===== config.mk =====
export PLATFORM = sky130hd
export DESIGN_NAME = rap_dpath
export DESIGN_NICKNAME = d
export VERILOG_FILES = /design/src/rtl/rap_pkg.sv /design/src/rtl/rap_dpath.sv
export SDC_FILE = /design/constraint.sdc
export NUM_CORES = 1
export LEC_CHECK = 0
export ABC_AREA = 1
export BUFFER_PORTS_ARGS = -buffer_cell sky130_fd_sc_hd__buf_4
export CAP_MARGIN = 20
export CORE_MARGIN = 1
export CORE_UTILIZATION = 30
export DETAILED_ROUTE_END_ITERATION = 6
export HOLD_SLACK_MARGIN = 0.08
export SETUP_SLACK_MARGIN = 0.05
export SYNTH_ARGS = -nofsm -noshare
export SYNTH_HDL_FRONTEND = slang
export SYNTH_SLANG_ARGS = --single-unit

===== constraint.sdc =====
create_clock -name clk -period 19.3 [get_ports clk]
set_clock_uncertainty 0.05 [all_clocks]
set_input_delay 3.86 -clock clk [delete_from_list [all_inputs] [get_ports clk]]
set_output_delay 3.86 -clock clk [all_outputs]
set_load 0.01 [all_outputs]

===== src/rtl/rap_pkg.sv =====
// ----------------------------------------------------------------------------
// rap_pkg
// Shared constants and controller/datapath interface types for the
// Ruth-Aaron pair test.
// ----------------------------------------------------------------------------
package rap_pkg;

  // default width of the tested number
  localparam int NUMBER_BITS_DEF = 24;

  // controller -> datapath commands
  typedef struct packed {
    logic capture;   // latch input number
    logic start;     // begin a pass: load m, d = 2, total = 0
    logic second;    // pass works on n+1 rather than n
    logic div_init;  // load divider with m
    logic div_step;  // one restoring division step
    logic take;      // divisor hit: m = quotient, add d once
    logic next_d;    // divisor missed: d = d + 1
    logic finish;    // add leftover factor, store pass sum
    logic push;      // move sums to output register
  } rap_cmd_t;

  // datapath -> controller status
  typedef struct packed {
    logic sq_le;     // d*d <= m
    logic found;     // current d already divides m at least once
    logic div_last;  // final division step in progress
    logic rem_zero;  // remainder of last division is zero
    logic out_free;  // output register can take a word this cycle
  } rap_sts_t;

endpackage


===== src/rtl/rap_dpath.sv =====
// ----------------------------------------------------------------------------
// rap_dpath
// Datapath: working value, divisor, running sum, restoring divider
// (one quotient bit per cycle) and the output register.
// ----------------------------------------------------------------------------
module rap_dpath
  import rap_pkg::*;
#(
  parameter int NUMBER_BITS = NUMBER_BITS_DEF
) (
  input  logic                   clk,
  input  logic                   rst_n,
  input  rap_cmd_t               cmd,
  output rap_sts_t               sts,
  input  logic [NUMBER_BITS-1:0] in_number,
  input  logic                   out_tready,
  output logic                   out_tvalid,
  output logic [NUMBER_BITS-1:0] out_number_echo,
  output logic [NUMBER_BITS-1:0] out_sum_first,
  output logic [NUMBER_BITS-1:0] out_sum_second,
  output logic                   out_is_pair
);

  localparam int MW   = NUMBER_BITS + 1;            // n+1 needs one more bit
  localparam int DW   = (NUMBER_BITS + 1) / 2 + 1;  // divisor reaches sqrt(2^MW-1)+1
  localparam int SQW  = 2 * DW;
  localparam int CNTW = $clog2(MW);

  logic [NUMBER_BITS-1:0] number_r;
  logic [MW-1:0]          m_r;
  logic [DW-1:0]          d_r;
  logic [MW-1:0]          total_r;
  logic                   found_r;
  logic [MW-1:0]          quo_r;
  logic [DW-1:0]          rem_r;
  logic [CNTW-1:0]        cnt_r;
  logic [MW-1:0]          s1_r, s2_r;
  logic                   out_valid_r;
  logic [NUMBER_BITS-1:0] o_num_r, o_s1_r, o_s2_r;
  logic                   o_pair_r;

  logic [SQW-1:0] sq;
  logic [DW:0]    trial;
  logic [DW:0]    diff;
  logic           ge;
  logic [MW-1:0]  tail_sum;
  logic [MW-1:0]  start_m;

  assign sq    = SQW'(d_r) * SQW'(d_r);
  assign trial = {rem_r, quo_r[MW-1]};
  assign diff  = trial - {1'b0, d_r};
  assign ge    = (trial >= {1'b0, d_r});

  // leftover above one after the scan is prime
  assign tail_sum = total_r + ((m_r > MW'(1)) ? m_r : '0);
  assign start_m  = cmd.second ? ({1'b0, number_r} + MW'(1)) : {1'b0, number_r};

  assign sts.sq_le    = (sq <= SQW'(m_r));
  assign sts.found    = found_r;
  assign sts.div_last = (cnt_r == CNTW'(MW - 1));
  assign sts.rem_zero = (rem_r == '0);
  assign sts.out_free = !out_valid_r || out_tready;

  always_ff @(posedge clk) begin
    if (cmd.capture) begin
      number_r <= in_number;
    end
    if (cmd.start) begin
      m_r     <= start_m;
      d_r     <= DW'(2);
      total_r <= '0;
      found_r <= 1'b0;
    end
    if (cmd.div_init) begin
      quo_r <= m_r;
      rem_r <= '0;
      cnt_r <= '0;
    end
    if (cmd.div_step) begin
      quo_r <= {quo_r[MW-2:0], ge};
      rem_r <= ge ? diff[DW-1:0] : trial[DW-1:0];
      cnt_r <= cnt_r + CNTW'(1);
    end
    if (cmd.take) begin
      m_r     <= quo_r;
      found_r <= 1'b1;
      if (!found_r) begin
        total_r <= total_r + MW'(d_r);
      end
    end
    if (cmd.next_d) begin
      d_r     <= d_r + DW'(1);
      found_r <= 1'b0;
    end
    if (cmd.finish) begin
      if (cmd.second) begin
        s2_r <= tail_sum;
      end else begin
        s1_r <= tail_sum;
      end
    end
    if (cmd.push) begin
      o_num_r  <= number_r;
      o_s1_r   <= s1_r[NUMBER_BITS-1:0];
      o_s2_r   <= s2_r[NUMBER_BITS-1:0];
      o_pair_r <= (s1_r == s2_r);
    end
  end

  always_ff @(posedge clk) begin
    if (!rst_n) begin
      out_valid_r <= 1'b0;
    end else if (cmd.push) begin
      out_valid_r <= 1'b1;
    end else if (out_tready) begin
      out_valid_r <= 1'b0;
    end
  end

  assign out_tvalid      = out_valid_r;
  assign out_number_echo = o_num_r;
  assign out_sum_first   = o_s1_r;
  assign out_sum_second  = o_s2_r;
  assign out_is_pair     = o_pair_r;

  a_push_valid: assert property (@(posedge clk) disable iff (!rst_n)
    cmd.push |=> out_valid_r)
    else $error("output word not presented after push");

  a_rem_below_d: assert property (@(posedge clk) disable iff (!rst_n)
    cmd.div_step |=> (rem_r < d_r))
    else $error("partial remainder not below divisor");

  a_start_init: assert property (@(posedge clk) disable iff (!rst_n)
    cmd.start |=> (d_r == DW'(2) && total_r == '0 && !found_r))
    else $error("pass did not initialise divisor and sum");

endmodule


==> results.sh, run 1 <==
export IMPL_grt_busiest_layer="met2"
export IMPL_final_setup_viol_count=0
export IMPL_worst_slew_margin_rel=0.2994
export IMPL_drt_drc_violations_left=0
export IMPL_critical_path_max_stage_delay_ns=0.98
export IMPL_synthArstFlopShare=0
export IMPL_avgViaCountPerCell=4.803
export IMPL_power_per_unit_of_standard_cell_area_mw_per_mm2=112.5
export IMPL_grt_first_pass_wirelength_um=75150
export IMPL_post_synth_inst_count=2095
export IMPL_power_leakage_nw=9.962
export IMPL_postSynth_topFlopCell="edfxtp_1"
export IMPL_final_hold_viol_count=0
export IMPL_ys_top_cells_by_count="464 x nand2_1, 360 x inv_1, 228 x edfxtp_1, 150 x ha_1, 126 x nor2_1"
export IMPL_synth_nets=2381
export IMPL_insertedDiodeCount=0
export IMPL_synth_cell_type_count=48
export IMPL_ys_warn_count=0
export IMPL_ir_worst_vdd_mv=0.08562
export IMPL_worst_path_most_repeated_cell="nand2_1"
export IMPL_min_period_ns=11.22
export IMPL_max_cap_violations=0
export IMPL_synth_enable_flop_cells=228
export IMPL_synth_yosys_seq_area_share=0.3964
export IMPL_largest_cells_by_area_after_synthesis="edfxtp_1 37%, fa_1 11%, ha_1 10%"
export IMPL_fmax_mhz=89.15
export IMPL_htree_levels=1
export IMPL_slew_violations=0
export IMPL_final_design_area_no_fill_mm2=0.02119
export IMPL_critical_path_startpoint_type="register"
export IMPL_synthToLayoutAreaGrowth_pct=13.73
export IMPL_finalWeightedCongestion=0.9297
export IMPL_cts_path_max_buffers=3
export IMPL_hpwl_after_detailed_placement_um=37780
export IMPL_total_negative_slack_ns=0
export IMPL_die_width_um=251.2
export IMPL_drt_iter0_markers=1102
export IMPL_grt_util_met1=0.1948
export IMPL_cts_num_sinks=255
export IMPL_yosysMostFrequentCell="nand2_1"
export IMPL_timing_critical_path_slowest_stage_cell="edfxtp_1"
export IMPL_grtUsageTotal=0.1493
export IMPL_post_cts_repair_setup_buffers=0
export IMPL_grt_remaining_overflow=0
export IMPL_count_of_input_and_output_buffers=114
export IMPL_gr_usage_met2=0.2606
export IMPL_largest_net_degree_at_the_start_of_global_routing=75
export IMPL_synth_top_cell_area_share=0.3674
export IMPL_die_height_um=251.2
export IMPL_first_global_vias=14310
export IMPL_rsz0062_at_grt="no"
export IMPL_grt_util_met3=0.02205
export IMPL_drive_gt1_frac=0.08996
export IMPL_cts_clk_slew_worst_paths_ns=0.07
export IMPL_first_pass_iters=5
export IMPL_postRouteAntennaNets=0
export IMPL_path_class="reg2out"
export IMPL_routed_wl_um=47160
export IMPL_cts_root_cell="clkbuf_16"
export IMPL_synth_top_area_cell="edfxtp_1"
export IMPL_clock_latency_ns=0.57
export IMPL_core_area_mm2=0.06081
export IMPL_design_die_area_mm2=0.06312
export IMPL_synth_area_mm2=0.01864
export IMPL_syn_avg_cell_area_um2=8.895
export IMPL_postPlaceCellArea_mm2=0.02024
export IMPL_routed_wire_length_per_instance_um=15.81
export IMPL_critPathMaxFanout=19
export IMPL_worstSetupEndpointType="primary output"
export IMPL_starting_density_of_the_core=0.3065
export IMPL_min_period_over_period=0.5812
export IMPL_cts_buffers=27
export IMPL_worstPathArrival_ns=7.31
export IMPL_nets=2467
export IMPL_num_vias=14330
export IMPL_hold_path_class="reg2reg"
export IMPL_worstMarginPinSlew_ns=1.051
export IMPL_antenna_found_initial=0
export IMPL_ioPinCount=115
export IMPL_post_cts_resized_instances=0
export IMPL_worst_endpoint_required_ns=15.39
export IMPL_cts_tree="done"
export IMPL_row_count=90
export IMPL_ctsHoldBuffers=0
export IMPL_status="complete, no violations"
export IMPL_synth_ff_latch_count=255
==> metal layers <==
metal,share of wire,up-vias
met2,0.49,378
met4,0.016,0
met1,0.44,6895
met3,0.058,50
li1,-,7004
met5,0,-
==> cell families after synthesis <==
logic type | share of synthesized area
simple gates | 0.1877
buf+inv | 0.08655
compound gates | 0.07661
flops | 0.3964
fa+ha+maj | 0.2081
xor+xnor | 0.04465
==> cell type report <==
class / instances / area [um2]
Fill cell: 6196 / 39610
Tap cell: 782 / 978.4
Clock buffer: 27 / 675.6
Clock inverter: 22 / 250.2
Sequential cell: 255 / 7387
Multi-Input combinational cell: 1417 / 9638
Inverter: 362 / 1359
Timing Repair Buffer: 118 / 905.9
==> stage by stage <==
stage	hold slack, ns	utilization	worst slack, ns	std cells	power (mW)
after floorplan	0.3973	-	9.532	2095	1.541
after global placement	0.4064	0.3329	8.728	2933	1.836
after detailed placement	0.4043	0.3329	8.710	2933	1.849
after CTS	0.4210	0.3481	8.047	2982	2.408
after global routing	0.4218	0.3485	7.486	2983	2.582
final	0.4197	0.3485	8.083	2983	2.383
==> sequential cells by signal, summed over array words and instances (netlist names) <==
register         flops
out_sum_second      24
s1_r                25
quo_r               25
number_r            24
s2_r                25
out_sum_first       24
out_tvalid           1
rem_r               13
cnt_r                5
out_number_echo     24
total_r             25
found_r              1
d_r                 13
m_r                 25
out_is_pair          1
==> where the power goes <==
group | switching, mW | internal (mW)
logic | 0.658 | 0.390
clock network | 0.236 | 0.315
registers | 0.0786 | 0.706
total | 0.973 | 1.41
==> final timing paths <==
check,from,endpoint,slack (ns),cells after the start
hold reg to reg,s2_r[8],out_sum_second[8],0.42,0
hold / removal,s2_r[8],out_sum_second[8],0.42,0
setup / recovery,d_r[1],sts[4],8.08,29
setup reg to reg,d_r[1],total_r[18],15.92,10
==> worst max-delay path: cells and delay by family (launching register included) <==
family | cells | cell delay (ns)
DFF | 1 | 0.98
and+or+nand+nor | 14 | 1.64
buffers and inverters | 5 | 0.47
xor gates and xnor gates | 1 | 0.17
AOI/OAI and AO/OA | 2 | 0.27
adders and majority gates | 7 | 3.17
==> cells in the final DEF, fill, tap and decap left out, types with 66 or more instances in the layout <==
cell / instances
nand2_1: 464
inv_1: 360
edfxtp_1: 228
ha_1: 150
nor2_1: 125
buf_4: 117
nand3_1: 113
o21ai_0: 109
a21oi_1: 107
fa_1: 100
xor2_1: 66
No activity file was read; power rests on OpenSTA's default activity.
==> inputs of run 2 (changes only) <==
clock period = 10.87 ns   (was 19.3 ns; I/O delays follow)
==> run 2 against run 1 <==
Net effect:
- die area is the same
- total power grew 79%
- worst hold slack gained 0.0016 ns
- sequential cell count is the same
- via count grew 0.51%
- clock power grew 82%
- sequential share of layout area shrank 0.11 points
- non-clock buffer count grew 1
- first-iteration DRC count shrank 10%
- register-to-register slack lost 8.5 ns
- global-route usage grew 0.11 points
- largest cell class unchanged
- largest power group unchanged
- highest routed layer unchanged
==> results.sh, run 2 (synthesis gave the netlist of run 1 again) <==
export IMPL_crit_family="adder cells"
export IMPL_cts_buffers=28
export IMPL_critical_path_startpoint_type="register"
export IMPL_cts_root_cell="clkbuf_16"
export IMPL_routed_wl_um=47400
export IMPL_path_buf_inv=5
export IMPL_worstPathArrival_ns=7.36
export IMPL_worst_path_most_repeated_cell="nand2_1"
export IMPL_grt_remaining_overflow=0
export IMPL_min_period_ns=9.586
export IMPL_worst_hold_stages=0
export IMPL_layout_common_cells="464 x nand2_1, 360 x inv_1, 228 x edfxtp_1"
export IMPL_fin_total_pwr_mw=4.260
export IMPL_worst_slew_margin_rel=0.3364
export IMPL_power_frac_comb=0.438
export IMPL_first_global_vias=14420
export IMPL_htree_levels=1
export IMPL_nets=2469
export IMPL_fmax_mhz=104.3
export IMPL_netSwitchingFraction=0.4072
export IMPL_antenna_found_initial=0
export IMPL_register_to_register_setup_slack_ns=7.43
export IMPL_grt_first_pass_wirelength_um=76020
export IMPL_max_cap_violations=0
export IMPL_timing_reg2reg_worst_path_depth=18
export IMPL_largest_net_degree_at_the_start_of_global_routing=75
export IMPL_ir_worst_vdd_mv=0.1339
export IMPL_power_per_unit_of_standard_cell_area_mw_per_mm2=200.4
export IMPL_critPathMaxFanout=19
export IMPL_status="complete, no violations"
export IMPL_count_of_input_and_output_buffers=114
export IMPL_holdPathEnd="out_sum_second[5]"
export IMPL_commonest_non_fill_non_tap_cell_in_the_layout="nand2_1"
export IMPL_worstSetupEndpointType="primary output"
export IMPL_first_pass_iters=5
export IMPL_avgViaCountPerCell=4.821
export IMPL_design_die_area_mm2=0.06312
export IMPL_postRouteAntennaNets=0
export IMPL_worstReg2RegStart="m_r[21]"
export IMPL_insertedDiodeCount=0
export IMPL_cts_num_sinks=255
export IMPL_routed_wire_length_per_instance_um=15.87
export IMPL_pwr_share_clk=0.235
export IMPL_power_leakage_nw=9.985
export IMPL_cts_path_max_buffers=3
export IMPL_share_seq_of_total_power=0.327
export IMPL_critical_path_max_stage_delay_ns=0.91
export IMPL_slew_violations=0
export IMPL_total_switching_power_mw=1.735
export IMPL_drive_gt1_frac=0.08889
export IMPL_worstMarginPinSlew_ns=0.9943
export IMPL_drt_iter0_markers=991
export IMPL_worst_endpoint_required_ns=8.65
export IMPL_die_height_um=251.2
export IMPL_final_hold_viol_count=0
export IMPL_num_vias=14400
export IMPL_timing_critical_path_slowest_stage_cell="edfxtp_1"
export IMPL_die_width_um=251.2
export IMPL_grtUsageTotal=0.1505
export IMPL_finalWeightedCongestion=0.9558
export IMPL_drt_drc_violations_left=0
export IMPL_post_cts_resized_instances=0
export IMPL_hpwl_after_detailed_placement_um=37760
export IMPL_synthToLayoutAreaGrowth_pct=14.08
export IMPL_holdCritStartpoint="s2_r[5]"
export IMPL_ioPinCount=115
export IMPL_total_negative_slack_ns=0
export IMPL_hold_path_class="reg2reg"
export IMPL_post_cts_repair_setup_buffers=0
export IMPL_starting_density_of_the_core=0.3065
export IMPL_r2r_end="s2_r[20]"
export IMPL_final_setup_viol_count=0
export IMPL_core_area_mm2=0.06081
export IMPL_path_class="reg2out"
export IMPL_ctsHoldBuffers=0
export IMPL_internal_power_summed_over_all_cells_mw=2.525
export IMPL_rsz0062_at_grt="no"
export IMPL_min_period_over_period=0.8819
export IMPL_row_count=90
export IMPL_clock_latency_ns=0.59
export IMPL_cts_clk_slew_worst_paths_ns=0.07
export IMPL_cts_tree="done"
[run 2: changes by cell type in the layout (fill, tap and decap cells not counted)]
cell and change:
inv_8 -2, inv_6 -3, clkbuf_16 +1, clkinv_1 +3, clkinvlp_4 -1, buf_12 +1
clkinv_4 +2, clkinv_8 +1, clkinv_16 +1, clkbuf_1 +3, clkinv_2 -2
[run 2: layout make-up]
cell class              instances  area [um2]
well taps                     782       978.4
inverters                     362        1359
clock buffers                  31       711.9
flip-flops and latches        255        7387
fillers                      6201       39550
clock inverters                21       259.0
multi-input cells            1417        9638
repair buffers                119       925.9
[run 2: metrics by stage]
stage                     worst slack, ns  cell area [um2]  hold slack, ns  cells  utilization
after CTS                           1.250            21210          0.4230   2985       0.3488
after detailed placement            1.897            20240          0.4049   2933       0.3329
after floorplan                     2.788            18640          0.3973   2095            -
after global routing               0.8139            21260          0.4289   2987       0.3496
final                               1.284            21260          0.4213   2987       0.3496
after global placement              1.940            20240          0.4063   2933       0.3329
[run 2: worst reg2reg max path, delay by kind of cell (launching register included)]
kind	cells	cell delay, ns
AND/OR/NAND/NOR	9	0.98
AO/OA/AOI/OAI	3	0.82
buffers and inverters	4	0.43
flip-flops	1	0.49
adder cells (fa/ha/maj)	2	0.44
[run 2: power by group through the flow]
| stage | Clock [mW] | Combinational [mW] | Sequential, mW |
|---|---|---|---|
| floorplan | 0 | 1.38 | 1.35 |
| global route | 1.06 | 2.15 | 1.41 |
| detailed placement | 0 | 1.86 | 1.41 |
| CTS | 1.02 | 1.88 | 1.39 |
| global placement | 0 | 1.84 | 1.41 |
| finish | 1.00 | 1.86 | 1.39 |
[run 2: worst max-delay path by stage]
stage / end / slack [ns] / start / cells after the start
2_1_floorplan: sts[4] / 2.79 / d_r[10] / 30
3_3_place_gp: sts[4] / 1.94 / d_r[1] / 29
3_5_place_dp: sts[4] / 1.90 / d_r[10] / 29
4_1_cts: sts[4] / 1.25 / d_r[10] / 29
5_1_grt: sts[4] / 0.81 / d_r[1] / 29
6_report: sts[4] / 1.28 / d_r[1] / 31
[run 2: routing by layer]
metal	track usage	wire length, um
met5	0	0
met2	0.2584	22880
met1	0.1963	20730
met4	0.03641	1128
met3	0.02485	2665
